File: config.mk
export PLATFORM = sky130hd
export DESIGN_NAME = csc_front
export DESIGN_NICKNAME = d
export VERILOG_FILES = /design/src/sv/coordinate_system_converter_macros.svh /design/src/sv/csc_pkg.sv /design/src/sv/csc_front.sv
export SDC_FILE = /design/constraint.sdc
export NUM_CORES = 1
export LEC_CHECK = 0
export BUFFER_PORTS_ARGS = -buffer_cell sky130_fd_sc_hd__buf_2
export CAP_MARGIN = 0
export CORE_AREA = 2 2 77 79
export DETAILED_ROUTE_END_ITERATION = 16
export DIE_AREA = 0 0 79 81
export GPL_TIMING_DRIVEN = 0
export PLACE_DENSITY_LB_ADDON = 0.12
export REMOVE_ABC_BUFFERS = 1
export SLEW_MARGIN = 20
export SYNTH_ARGS = -nofsm -noshare
export SYNTH_HDL_FRONTEND = slang
export SYNTH_SLANG_ARGS = --single-unit
File: constraint.sdc
create_clock -name vclk -period 1.6
set_input_delay 0.4 -clock vclk [all_inputs]
set_output_delay 0.4 -clock vclk [all_outputs]
set_load 0.02 [all_outputs]
File: src/sv/coordinate_system_converter_macros.svh
// Assertion macros shared by the coordinate converter modules.
`ifndef COORDINATE_SYSTEM_CONVERTER_MACROS_SVH
`define COORDINATE_SYSTEM_CONVERTER_MACROS_SVH

`ifndef SYNTHESIS
// Check a condition at every clock edge outside reset.
`define CSC_CHECK(lbl, expr, msg) \
	lbl: assert property (@(posedge clk) disable iff (!arst_n) (expr)) else $error(msg);
// Check that a condition implies another in the same cycle.
`define CSC_CHECK_IMP(lbl, ante, cons, msg) \
	lbl: assert property (@(posedge clk) disable iff (!arst_n) (ante) |-> (cons)) else $error(msg);
// Check that a condition implies another in the next cycle.
`define CSC_CHECK_NEXT(lbl, ante, cons, msg) \
	lbl: assert property (@(posedge clk) disable iff (!arst_n) (ante) |=> (cons)) else $error(msg);
`else
`define CSC_CHECK(lbl, expr, msg)
`define CSC_CHECK_IMP(lbl, ante, cons, msg)
`define CSC_CHECK_NEXT(lbl, ante, cons, msg)
`endif

`endif

File: src/sv/csc_pkg.sv
// Shared types, codes, constants and tables of the coordinate converter.
`timescale 1ns / 1ps
`default_nettype none
package csc_pkg;

	localparam int DATA_WIDTH   = 32;
	localparam int CORDIC_STEPS = 24;
	localparam int GUARD        = (DATA_WIDTH - 16) / 2;
	localparam int ATAN_COUNT   = 40;
	localparam int STEPS        = (CORDIC_STEPS < ATAN_COUNT) ? CORDIC_STEPS : ATAN_COUNT;

	// internal length width: Q16.16 plus guard bits plus CORDIC growth headroom
	localparam int W  = 32 + GUARD + 4;
	localparam int ZW = 34;

	// registers per CORDIC pass: pre, two multiply, iterations, two multiply
	localparam int PASS_LAT = STEPS + 5;

	localparam int QDEPTH = 4;
	localparam int QAW    = $clog2(QDEPTH);

	localparam logic [31:0] HALF_TURN    = 32'h8000_0000;
	localparam logic [31:0] QUARTER_TURN = 32'h4000_0000;
	localparam logic [31:0] THETA_WRAP   = 32'hC000_0000;

	localparam logic [1:0] SYS_CART = 2'd0;
	localparam logic [1:0] SYS_CYL  = 2'd1;
	localparam logic [1:0] SYS_SPH  = 2'd2;

	localparam logic [1:0] ST_OK      = 2'd0;
	localparam logic [1:0] ST_NEG_RHO = 2'd1;
	localparam logic [1:0] ST_THETA   = 2'd2;
	localparam logic [1:0] ST_SAT     = 2'd3;

	localparam logic [2:0] OP_PASS = 3'd0;
	localparam logic [2:0] OP_ERR  = 3'd1;
	localparam logic [2:0] OP_C2Y  = 3'd2;
	localparam logic [2:0] OP_C2S  = 3'd3;
	localparam logic [2:0] OP_Y2C  = 3'd4;
	localparam logic [2:0] OP_Y2S  = 3'd5;
	localparam logic [2:0] OP_S2C  = 3'd6;
	localparam logic [2:0] OP_S2Y  = 3'd7;

	localparam logic [31:0] ATAN_TAB [ATAN_COUNT] = '{
		32'd536870912, 32'd316933406, 32'd167458907, 32'd85004756, 32'd42667331,
		32'd21354465, 32'd10679838, 32'd5340245, 32'd2670163, 32'd1335087,
		32'd667544, 32'd333772, 32'd166886, 32'd83443, 32'd41722, 32'd20861,
		32'd10430, 32'd5215, 32'd2608, 32'd1304, 32'd652, 32'd326, 32'd163,
		32'd81, 32'd41, 32'd20, 32'd10, 32'd5, 32'd3, 32'd1, 32'd1,
		32'd0, 32'd0, 32'd0, 32'd0, 32'd0, 32'd0, 32'd0, 32'd0, 32'd0
	};

	// 1/K in Q0.32: 2^62 / isqrt(prod(1 + 4^-i) in Q60), evaluated at elaboration
	function automatic logic [63:0] calc_kinv();
		logic [63:0] g2;
		logic [63:0] num;
		logic [63:0] res;
		logic [63:0] bv;
		logic [63:0] k;
		logic [63:0] rem;
		logic [63:0] quo;
		int i;
		int j;
		int b;
		g2 = 64'd1 << 60;
		for (i = 0; i < STEPS; i++) begin
			if (2 * i < 64) g2 = g2 + (g2 >> (2 * i));
		end
		num = g2;
		res = '0;
		bv  = 64'd1 << 62;
		for (j = 0; j < 32; j++) begin
			if (num >= res + bv) begin
				num = num - (res + bv);
				res = (res >> 1) + bv;
			end else begin
				res = res >> 1;
			end
			bv = bv >> 2;
		end
		k = (res == '0) ? 64'd1 : res;
		rem = '0;
		quo = '0;
		for (b = 62; b >= 0; b--) begin
			rem = (rem << 1) | ((b == 62) ? 64'd1 : 64'd0);
			if (rem >= k) begin
				rem = rem - k;
				quo[b] = 1'b1;
			end
		end
		return quo;
	endfunction

	localparam logic [63:0] KINV_FULL = calc_kinv();
	localparam logic [31:0] KINV      = KINV_FULL[31:0];

	typedef struct packed {
		logic [2:0]  op;
		logic [1:0]  st;
		logic [31:0] a;
		logic [31:0] b;
		logic [31:0] c;
	} item_t;

endpackage
`default_nettype wire

File: src/sv/csc_front.sv
// Front end: decodes the systems, checks the input vector, picks the operation.
`timescale 1ns / 1ps
`default_nettype none
module csc_front import csc_pkg::*; (
	input  logic [95:0] s_tdata,  // in_a, in_b, in_c
	input  logic [3:0]  s_tuser,  // source_system, target_system
	output item_t       item
);

	logic [1:0] src;
	logic [1:0] tgt;
	logic [1:0] st;
	logic [2:0] op;

	always_comb begin
		// unused code 3 reads as cartesian
		src = (s_tuser[1:0] == 2'd3) ? SYS_CART : s_tuser[1:0];
		tgt = (s_tuser[3:2] == 2'd3) ? SYS_CART : s_tuser[3:2];
		st = ST_OK;
		if (src == SYS_CYL && s_tdata[63]) st = ST_NEG_RHO;
		if (src == SYS_SPH && s_tdata[63:32] > HALF_TURN) st = ST_THETA;
		op = OP_PASS;
		if (st != ST_OK) begin
			op = OP_ERR;
		end else if (src != tgt) begin
			unique case (src)
				SYS_CART: op = (tgt == SYS_CYL) ? OP_C2Y : OP_C2S;
				SYS_CYL:  op = (tgt == SYS_CART) ? OP_Y2C : OP_Y2S;
				default:  op = (tgt == SYS_CART) ? OP_S2C : OP_S2Y;
			endcase
		end
		item.op = op;
		item.st = st;
		item.a  = s_tdata[31:0];
		item.b  = s_tdata[63:32];
		item.c  = s_tdata[95:64];
	end

endmodule
`default_nettype wire

After elaboration in Yosys (flattened, before gate mapping)
Cells that the tools add are included.
{ "classes": {"magnitude_cmp": 1, "reduce_logical": 5, "eq_ne": 6, "n_mux": 10} }
{ "op_table": {"columns": ["operator", "count"], "rows": [
  ["greater-than comparator 32 bit, second input constant", 1],
  ["== test 2 bit, second input constant", 3],
  ["2-to-1 mux 2 bit", 3],
  ["2-to-1 mux 3 bit", 2],
  ["one-hot mux 3 bit (2 select lines)", 1],
  ["== test 2 x 1 -> 1 bit, second input constant", 2],
  ["zero test 2 bit", 2],
  ["2-to-1 mux 1 bit", 4],
  ["logical AND 1 bit", 2],
  ["inequality test 2 bit", 1],
  ["nonzero test 2 bit", 1]
]} }
{ "word_totals": {"wordCells": 22, "reg_bits": 0} }

Longest topological paths before layout
{ "depth": {"depth_word": 8, "depth_mapped": 7, "ltp_nobuf": 6} }

Least setup slack after synthesis
OpenSTA, ideal clock, no wires.
{ "synth_path": {"path_kind": "input port to output port", "from": "in s_tdata[48]", "to": "out item[99] (netlist bit)", "required_time_ns": 1.200, "stages": 4, "t_arrival_ns": 1.472, "slack_ns": -0.272, "path_cell_list": "nor4_1 > nand4_1 > o211a_1 > nor3b_2"} }
{ "synth_lines": {"columns": ["element", "line_no", "text"], "rows": [
  ["start, declared", "csc_front.sv:5", "input logic [95:0] s_tdata,"],
  ["end, declared", "csc_front.sv:7", "output item_t item"]
]} }

==> metrics.txt <==
status finished, violations left; failing checks setup timing; DR vias about 800; synthesized area around 1000 um^2; hold crit path type in2out; GRT Resource Usage Total a little under a quarter; CP required 1200 ps; P_leak around 0.43 nW; ranking of synthesized cells by area buf_4 (74%), ha_1 (5.1%), nor4_1 (3.8%), inv_1 (2.7%), o21ai_0 (2.0%); gpl congestion about 0.84; Cell variety after synth 19; CTS Hold Bufs 0; clock buf count 0; Worst Slack Setup Final -413 ps; synth-to-layout area growth -18.8%; Post-Place Cells between 150 and 200; Design Power ~0.00026 W; first-pass GRT wire length 9490 um; final setup fails 5; Critical Path End Type primary output; syn_area_per_cell 7.26 um^2; row cnt 28; Iter 0 DRT Violations 25; Final min period slightly above 2000 ps; sequential cell count 0; via count of the first global-routing pass a little under 800; min-delay src s_tdata[24]; Detailed Route WL 8100 um; synth warn 0; Die W 79 um; DR vias/cell between 4 and 5; CP arrival ~1600 ps; worst hold slack around 800 ps; hold path endpoint item[88]; relative slew slack around four fifths; die area 0.00640 mm^2; Setup TNS Final -1830 ps; largest net degree at the start of global routing 9; Seq. cell area 0 um^2; DP Wirelength 7850 um; layout cell share with drive strength beyond 1 a little over two thirds; multi-input logic area around 270 um^2; post-route ant nets 0; largest area contributor in the netlist buf_4; # fillers slightly below 700; final cell count without fillers 188; Max FO, Critical Path 3; Yosys top cell area share around three quarters; Slew Limit Fails 0; VDD IR max roughly 0.081 mV; gr ovfl total 0; Starting Density between 10% and 20%; drt pass-1 iters 4; synthesized instance count between 100 and 150; number of I/O pins 201; quantity of I/O buffers inserted on ports 73; Worst-Margin Slew between 200 and 300 ps; Residual DRC 0; P per Cell Area 333 mW/mm^2; core box area roughly 0.0057 mm^2; Period Utilization, post-route 126%; Seq/Total Area, Yosys 0%; critical path startpoint category input port; DR WL/cell about 43 um; kind of critical path in2out; die height roughly 80 um; WHS Path Cells 0; Final #Nets approximately 220; RSZ-0062 raised after global routing true; Diodes inserted 0; FMAX just under 500 MHz; Fin. Hold Viols 0; antenna violations before repair 0; max-cap viol count 0
layout by cell type, fill, tap and decap left out, types with 2 or more instances in the layout:
| cell | count |
|---|---|
| buf_2 | 67 |
| inv_1 | 7 |
| buf_4 | 5 |
| ha_1 | 4 |
| nand4_1 | 2 |
| nor4_1 | 3 |
| nor4_2 | 2 |
| xnor2_1 | 2 |
| nand2_1 | 2 |
| nor4_4 | 2 |
| buf_6 | 2 |
| nor2_1 | 2 |
| o21ai_0 | 3 |
cells in the mapped netlist:
cell type	number
a21oi_1	1
a22o_1	1
a22oi_1	1
and3_1	1
buf_4	96
clkbuf_1	1
ha_1	4
inv_1	7
nand2_1	2
nand4_1	2
nor2_1	2
nor3_1	1
nor3b_2	1
nor4_1	6
nor4_2	1
o211a_1	1
o21ai_0	4
o221ai_1	1
xnor2_1	2
per-layer routing:
metal	vias up	GRT usage [%]	wire, um
li1	300	-	-
met1	338	11.0	1290
met2	147	49.3	4680
met3	18	24.0	1810
met4	0	7.76	324
met5	-	1.67	0
cell type report:
class | count | area share (%)
Timing Repair Buffer | 75 | 51.6
Multi-Input combinational cell | 31 | 33.3
Tap cell | 75 | 11.8
Inverter | 7 | 3.30
power by group:
group / internal [W] / switching [W] / total [W]
clock: 0 / 0 / 0
combinational: 0.000107 / 0.000158 / 0.000265
sequential: 0 / 0 / 0
metrics by stage:
step | util [%] | instance area, um^2 | setup WS, ps
floorplan | - | 255 | -272
global placement | 12.6 | 714 | -568
detailed placement | 12.6 | 714 | -575
CTS | 13.8 | 785 | -474
global route | 14.0 | 796 | -502
finish | 14.0 | 796 | -413
worst max-delay path by stage:
stage / endpoint / startpoint / slack [ps]
after global placement: item[96] / s_tdata[32] / -570
final: item[99] / s_tdata[38] / -410
after floorplan: item[99] / s_tdata[48] / -270
after CTS: item[99] / s_tdata[36] / -470
after detailed placement: item[96] / s_tdata[32] / -570
after global routing: item[99] / s_tdata[38] / -500
worst max-delay path: stages:
cell and delay (ps):
buf_6 100, nor4_4 280, nand4_1 210, o211a_1 300, nor3b_2 160, buf_4 160
cells by family (layout without fill, tap and decap cells):
| group | Yosys count | after routing | share of synthesized area, % |
|---|---|---|---|
| buf+inv | 104 | 82 | 76.6 |
| compound gates | 9 | 9 | 6.13 |
| xor+xnor | 2 | 2 | 1.79 |
| simple gates | 16 | 16 | 10.3 |
| fa+ha+maj | 4 | 4 | 5.11 |
what timing repair did:
action,CTS,global route
setup endpoints to repair,5,5
setup buffers,2,0
pin swaps,4,5
gates resized for setup,13,2
(Power assumes the default switching activity.)
