<file path="src/sv/coordinate_system_converter_macros.svh">
// Assertion macros shared by the coordinate converter modules.
`ifndef COORDINATE_SYSTEM_CONVERTER_MACROS_SVH
`define COORDINATE_SYSTEM_CONVERTER_MACROS_SVH

`ifndef SYNTHESIS
// Check a condition at every clock edge outside reset.
`define CSC_CHECK(lbl, expr, msg) \
	lbl: assert property (@(posedge clk) disable iff (!arst_n) (expr)) else $error(msg);
// Check that a condition implies another in the same cycle.
`define CSC_CHECK_IMP(lbl, ante, cons, msg) \
	lbl: assert property (@(posedge clk) disable iff (!arst_n) (ante) |-> (cons)) else $error(msg);
// Check that a condition implies another in the next cycle.
`define CSC_CHECK_NEXT(lbl, ante, cons, msg) \
	lbl: assert property (@(posedge clk) disable iff (!arst_n) (ante) |=> (cons)) else $error(msg);
`else
`define CSC_CHECK(lbl, expr, msg)
`define CSC_CHECK_IMP(lbl, ante, cons, msg)
`define CSC_CHECK_NEXT(lbl, ante, cons, msg)
`endif

`endif

</file>
<file path="src/sv/csc_pkg.sv">
// Shared types, codes, constants and tables of the coordinate converter.
`timescale 1ns / 1ps
`default_nettype none
package csc_pkg;

	localparam int DATA_WIDTH   = 32;
	localparam int CORDIC_STEPS = 24;
	localparam int GUARD        = (DATA_WIDTH - 16) / 2;
	localparam int ATAN_COUNT   = 40;
	localparam int STEPS        = (CORDIC_STEPS < ATAN_COUNT) ? CORDIC_STEPS : ATAN_COUNT;

	// internal length width: Q16.16 plus guard bits plus CORDIC growth headroom
	localparam int W  = 32 + GUARD + 4;
	localparam int ZW = 34;

	// registers per CORDIC pass: pre, two multiply, iterations, two multiply
	localparam int PASS_LAT = STEPS + 5;

	localparam int QDEPTH = 4;
	localparam int QAW    = $clog2(QDEPTH);

	localparam logic [31:0] HALF_TURN    = 32'h8000_0000;
	localparam logic [31:0] QUARTER_TURN = 32'h4000_0000;
	localparam logic [31:0] THETA_WRAP   = 32'hC000_0000;

	localparam logic [1:0] SYS_CART = 2'd0;
	localparam logic [1:0] SYS_CYL  = 2'd1;
	localparam logic [1:0] SYS_SPH  = 2'd2;

	localparam logic [1:0] ST_OK      = 2'd0;
	localparam logic [1:0] ST_NEG_RHO = 2'd1;
	localparam logic [1:0] ST_THETA   = 2'd2;
	localparam logic [1:0] ST_SAT     = 2'd3;

	localparam logic [2:0] OP_PASS = 3'd0;
	localparam logic [2:0] OP_ERR  = 3'd1;
	localparam logic [2:0] OP_C2Y  = 3'd2;
	localparam logic [2:0] OP_C2S  = 3'd3;
	localparam logic [2:0] OP_Y2C  = 3'd4;
	localparam logic [2:0] OP_Y2S  = 3'd5;
	localparam logic [2:0] OP_S2C  = 3'd6;
	localparam logic [2:0] OP_S2Y  = 3'd7;

	localparam logic [31:0] ATAN_TAB [ATAN_COUNT] = '{
		32'd536870912, 32'd316933406, 32'd167458907, 32'd85004756, 32'd42667331,
		32'd21354465, 32'd10679838, 32'd5340245, 32'd2670163, 32'd1335087,
		32'd667544, 32'd333772, 32'd166886, 32'd83443, 32'd41722, 32'd20861,
		32'd10430, 32'd5215, 32'd2608, 32'd1304, 32'd652, 32'd326, 32'd163,
		32'd81, 32'd41, 32'd20, 32'd10, 32'd5, 32'd3, 32'd1, 32'd1,
		32'd0, 32'd0, 32'd0, 32'd0, 32'd0, 32'd0, 32'd0, 32'd0, 32'd0
	};

	// 1/K in Q0.32: 2^62 / isqrt(prod(1 + 4^-i) in Q60), evaluated at elaboration
	function automatic logic [63:0] calc_kinv();
		logic [63:0] g2;
		logic [63:0] num;
		logic [63:0] res;
		logic [63:0] bv;
		logic [63:0] k;
		logic [63:0] rem;
		logic [63:0] quo;
		int i;
		int j;
		int b;
		g2 = 64'd1 << 60;
		for (i = 0; i < STEPS; i++) begin
			if (2 * i < 64) g2 = g2 + (g2 >> (2 * i));
		end
		num = g2;
		res = '0;
		bv  = 64'd1 << 62;
		for (j = 0; j < 32; j++) begin
			if (num >= res + bv) begin
				num = num - (res + bv);
				res = (res >> 1) + bv;
			end else begin
				res = res >> 1;
			end
			bv = bv >> 2;
		end
		k = (res == '0) ? 64'd1 : res;
		rem = '0;
		quo = '0;
		for (b = 62; b >= 0; b--) begin
			rem = (rem << 1) | ((b == 62) ? 64'd1 : 64'd0);
			if (rem >= k) begin
				rem = rem - k;
				quo[b] = 1'b1;
			end
		end
		return quo;
	endfunction

	localparam logic [63:0] KINV_FULL = calc_kinv();
	localparam logic [31:0] KINV      = KINV_FULL[31:0];

	typedef struct packed {
		logic [2:0]  op;
		logic [1:0]  st;
		logic [31:0] a;
		logic [31:0] b;
		logic [31:0] c;
	} item_t;

endpackage
`default_nettype wire

</file>
<file path="src/sv/csc_queue.sv">
// Short queue that decouples the front end from the CORDIC back end.
`timescale 1ns / 1ps
`default_nettype none
`include "coordinate_system_converter_macros.svh"
module csc_queue import csc_pkg::*; (
	input  logic  clk,
	input  logic  arst_n,
	input  logic  push,
	input  item_t push_item,
	output logic  ready,
	input  logic  pop,
	output logic  valid,
	output item_t head
);

	item_t          mem_q [QDEPTH];
	logic [QAW-1:0] wr_q;
	logic [QAW-1:0] rd_q;
	logic [QAW:0]   count_q;

	assign ready = (count_q != (QAW+1)'(QDEPTH));
	assign valid = (count_q != '0);
	assign head  = mem_q[rd_q];

	always_ff @(posedge clk) begin
		if (push) mem_q[wr_q] <= push_item;
	end

	always_ff @(posedge clk or negedge arst_n) begin
		if (!arst_n) begin
			wr_q    <= '0;
			rd_q    <= '0;
			count_q <= '0;
		end else begin
			if (push) wr_q <= (wr_q == QAW'(QDEPTH - 1)) ? '0 : wr_q + 1'b1;
			if (pop) rd_q <= (rd_q == QAW'(QDEPTH - 1)) ? '0 : rd_q + 1'b1;
			if (push && !pop) count_q <= count_q + 1'b1;
			else if (!push && pop) count_q <= count_q - 1'b1;
		end
	end

	`CSC_CHECK(q_count_range, count_q <= (QAW+1)'(QDEPTH), "queue count beyond depth")
	`CSC_CHECK_NEXT(q_count_up, push && !pop, count_q == $past(count_q) + 1'b1, "queue lost a push")

endmodule
`default_nettype wire

</file>
<file path="config.mk">
export PLATFORM = sky130hd
export DESIGN_NAME = csc_queue
export DESIGN_NICKNAME = d
export VERILOG_FILES = /design/src/sv/csc_pkg.sv /design/src/sv/csc_queue.sv
export VERILOG_INCLUDE_DIRS = /design/src /design/src/sv
export SDC_FILE = /design/constraint.sdc
export NUM_CORES = 1
export LEC_CHECK = 0
export ABC_AREA = 1
export BUFFER_PORTS_ARGS = -buffer_cell sky130_fd_sc_hd__buf_2
export CORE_ASPECT_RATIO = 1.25
export CORE_MARGIN = 2
export CORE_UTILIZATION = 49
export DETAILED_ROUTE_END_ITERATION = 10
export HOLD_SLACK_MARGIN = 0.08
export PLACE_DENSITY = 0.78
export SYNTH_ARGS = -nofsm -noshare
export SYNTH_HDL_FRONTEND = slang
export SYNTH_SLANG_ARGS = --single-unit
</file>
<file path="constraint.sdc">
create_clock -name clk -period 3.6 [get_ports clk]
set_clock_uncertainty 0.15 [all_clocks]
set_input_delay 0.36 -clock clk [delete_from_list [all_inputs] [get_ports clk]]
set_output_delay 0.36 -clock clk [all_outputs]
set_load 0.1 [all_outputs]
</file>
# After elaboration in Yosys (flattened, before gate mapping)
# Memories as Yosys holds them, arrays and structs flattened.
# Index checks and enable logic that the tools add are counted.
word_totals:
  ramBits: 404
  input_bits: 105
  word_cells: 23
  register_bits: 7
  out_inout_bits: 103
  memories: 1
  latch_bits: 0
  romBits: 0
classes:
  mul: 0
  n_eq_ne: 3
  shifts: 0
  n_bitwise: 0
  n_mux: 6
  addsub: 4
  magnitude_cmp: 0
  div_mod_pow: 0
  reduce_logical: 6
mem_list:
  columns: ["name", "words", "word_bits", "rd", "rd_ports_with_merged_regs", "write_ports", "line", "source"]
  rows:
  - ["mem_q", 4, 101, 1, 0, 1, "csc_queue.sv:16", "item_t mem_q [QDEPTH];"]
ops:
  columns: ["operator", "n"]
  rows:
  - ["$mux 3", 2]
  - ["$add 2x1->2 const B", 2]
  - ["$eq 2x2->1 const B", 2]
  - ["$mux 2", 2]
  - ["$add 3x1->3 const B", 1]
  - ["$ne 3x3->1 const B", 1]
  - ["$reduce_bool 3->1", 1]
  - ["$sub 3x1->3 const B", 1]
  - ["$logic_and 1x1->1", 2]
  - ["$logic_not 1->1", 2]
  - ["$mux 1", 2]
  - ["$reduce_bool 2->1", 1]

# Logic depth before layout (Yosys ltp)
depth:
  ltp_word: 4
  mapped_depth: 9
  depth_no_buf: 9

# Least setup slack after synthesis
# OpenSTA, ideal clock, no wires.
synth_path:
  path_kind: "reg-to-reg"
  start: "register wr_q[0]"
  end: "memory mem_q[2][0] (netlist name) (enable)"
  t_required_ns: 2.996
  path_slack_ns: 0.385
  path_stages_with_launch: 5
  n_path_buf: 0
  arrival_ns: 2.610
  synth_period_minus_slack_ns: 3.215
  setup_time_ns: 0.454
  path_cell_list: "dfrtp_1 inv_1 ha_1 nand2_1 inv_1"
synth_lines:
  columns: ["item", "line", "source"]
  rows:
  - ["start, declared", "csc_queue.sv:17", "logic [QAW-1:0] wr_q;"]
  - ["start signal, assigned", "csc_queue.sv:35", "if (push) wr_q <= (wr_q == QAW'(QDEPTH - 1)) ? '0 : wr_q + 1'b1;"]
  - ["end, declared", "csc_queue.sv:16", null]
# No word-level cell before the write port.

==> impl_metrics.json <==
{
  "finalHoldViolCount": 0,
  "drive_gt1_share_pct": 18.3,
  "synthTopCellsByArea": "edfxtp_1 (74%), o211ai_1 (9.3%), nand2_1 (7.2%)",
  "setup_viol": 0,
  "syn_to_final_growth_pct": 22.9,
  "final-seq-area_um2": 12300,
  "timing.rr.start": "wr_q[0]",
  "wire_per_inst_um": 17.5,
  "cp_slowest_stage_delay_ns": 0.45,
  "grt_pass1_wl_um": 54000,
  "fill_cells": 2326,
  "criticalPathCategory": "reg2out",
  "drcViolationCount": 0,
  "slew_violations": 0,
  "hold_path_class": "reg2reg",
  "r2r_cells": 4,
  "routed_wl_um": 34800,
  "die_w_um": 168,
  "rsz0062_at_grt": "false",
  "grt_max_degree": 107,
  "ys_ff_latch": 411,
  "period_minus_slack_ns": 3.15,
  "layout_common_cells": "edfxtp_1 (404), nand2_1 (316), inv_1 (211), buf_2 (207), o211ai_1 (202)",
  "seq_area_frac_synth_pct": 75.1,
  "gp_congestion": 0.751,
  "slew_headroom_pct": 45.9,
  "yosysWarnings": 0,
  "slowest_stage": "dfrtp_1",
  "worstMarginPinSlew_ns": 0.811,
  "start_util_pct": 49.9,
  "vias": 10300,
  "routed_via_density": 5.17,
  "gr-total-overflow": 0,
  "hold_end": "count_q[2]",
  "setup-tns-final_ns": 0,
  "cp_data_arrival_time_ns": 2.64,
  "drtIter0Drc": 752,
  "cts_made_buffers": 40,
  "cts_hold_buf": 105,
  "worst-path-stages": 5,
  "dp_hpwl_um": 19300,
  "startpoint_type": "register",
  "synth_area_um2": 16400,
  "grt_pass1_vias": 10500,
  "synth_area_per_cell_um2": 13.3,
  "grt_antenna_before_repair": 3,
  "hp-start": "count_q[2]",
  "fmax_ghz": 0.317,
  "synthesis.nets": 1343,
  "post-route-period-util_pct": 87.6,
  "clockBufferDepth": 3,
  "status": "complete, no violations",
  "die_area_um2": 34900,
  "rows": 74,
  "critPathCaptureType": "primary output",
  "grt_usage_pct": 19.8,
  "clk_pin_slew_worst_paths_ns": 0.06,
  "coreArea_um2": 32900,
  "cts.sinks": 411,
  "hold-path-cell-count": 2,
  "nets": 1651,
  "layout_commonest_cell": "edfxtp_1",
  "clock_latency_ns": 0.54,
  "multi_input_area_um2": 2860,
  "crit_chain": "inv_8 > buf_4 > o211ai_1 > nand2_1 > buf_2",
  "maxCapViolations": 0,
  "synth.top_cell.area_share_pct": 74.0,
  "h-tree-depth": 2,
  "reg2reg_to": "mem_q[3][73]",
  "cts_resized": 0,
  "die_height_um": 209,
  "postCtsSetupRepairBufs": 0,
  "cp_max_fo": 106,
  "io_buffers": 207,
  "ant_nets": 0,
  "yosys.area.top_type": "edfxtp_1",
  "reg2reg_slack_ns": 1.44,
  "synth_cell_types": 17,
  "cpLargestDelayFamily": "buffers and inverters",
  "io_pins": 208,
  "dr.pass1.iters": 5,
  "cts_tree": "built",
  "clockRootBuffer": "clkbuf_16",
  "cp.required_ns": 3.09,
  "critical_path_buf_inv_count": 3,
  "synth_cells": 1231
}
-- worst reg2reg max path, stage by stage (launching register included) --
cell and delay (ns):
dfrtp_1 0.40, ha_1 0.19, nand2_1 0.09, inv_4 0.56
buf_4 0.43
-- Yosys cell counts --
master    count
o21ai_0       5
nand4_1       1
o211ai_1    202
xnor2_1       1
nand3_1       3
fa_1          1
buf_2        47
clkbuf_1      3
inv_1       216
nor2_1        2
buf_6        14
dfrtp_1       7
buf_1         2
inv_2         1
edfxtp_1    404
ha_1          6
nand2_1     316
-- stage by stage --
step / hold WS (ns) / utilization (%) / setup WS (ns) / instances / cell area (um2)
final: 0.392 / 61.3 / 0.448 / 1989 / 20100
after global routing: 0.402 / 61.3 / 0.313 / 1989 / 20100
after CTS: 0.383 / 61.3 / 0.430 / 1987 / 20100
after detailed placement: 0.0522 / 54.2 / 1.03 / 1810 / 17800
after global placement: 0.0521 / 54.2 / 1.10 / 1810 / 17800
after floorplan: -0.0856 / - / 0.385 / 1231 / 16400
-- worst max path at each step --
stage	startpoint	endpoint	slack, ns
2_1_floorplan	wr_q[0]	mem_q[2][0]	0.39
3_3_place_gp	rd_q[0]	head[32]	1.10
6_report	rd_q[0]	head[34]	0.45
3_5_place_dp	rd_q[0]	head[34]	1.03
4_1_cts	rd_q[0]	head[34]	0.43
5_1_grt	rd_q[0]	head[34]	0.31
-- metal layers --
| metal | share of wire, % | GRT usage [%] | up-vias |
|---|---|---|---|
| li1 | - | - | 4928 |
| met4 | 3.3 | 8.25 | 2 |
| met1 | 37 | 22.0 | 4962 |
| met3 | 5.1 | 3.56 | 82 |
| met2 | 54 | 37.1 | 304 |
| met5 | 0.037 | 0 | - |
-- cell type report --
cell class	instances	area share, %
sequential	411	61.1
antenna	2	0.0248
multi-input combinational	537	14.2
clock inverter	24	1.09
inverter	217	4.14
tap	418	2.60
timing repair buffer	332	11.6
clock buffer	48	5.22
-- cells by family after synthesis --
| group | Yosys count | synth area share [%] |
|---|---|---|
| xor gates and xnor gates | 1 | 0.0534 |
| adders and majority gates | 7 | 0.580 |
| DFF | 411 | 75.1 |
| AOI/OAI and AO/OA | 207 | 9.40 |
| buffers and inverters | 283 | 7.48 |
| and+or+nand+nor | 322 | 7.41 |
-- registers in the layout, summed over array words and instances (netlist names) --
register / cells
rd_q: 2
count_q: 3
mem_q: 404
wr_q: 2
Power is not shown: default switching activity piles up to over one toggle a cycle in this logic, so the estimate is an artifact.
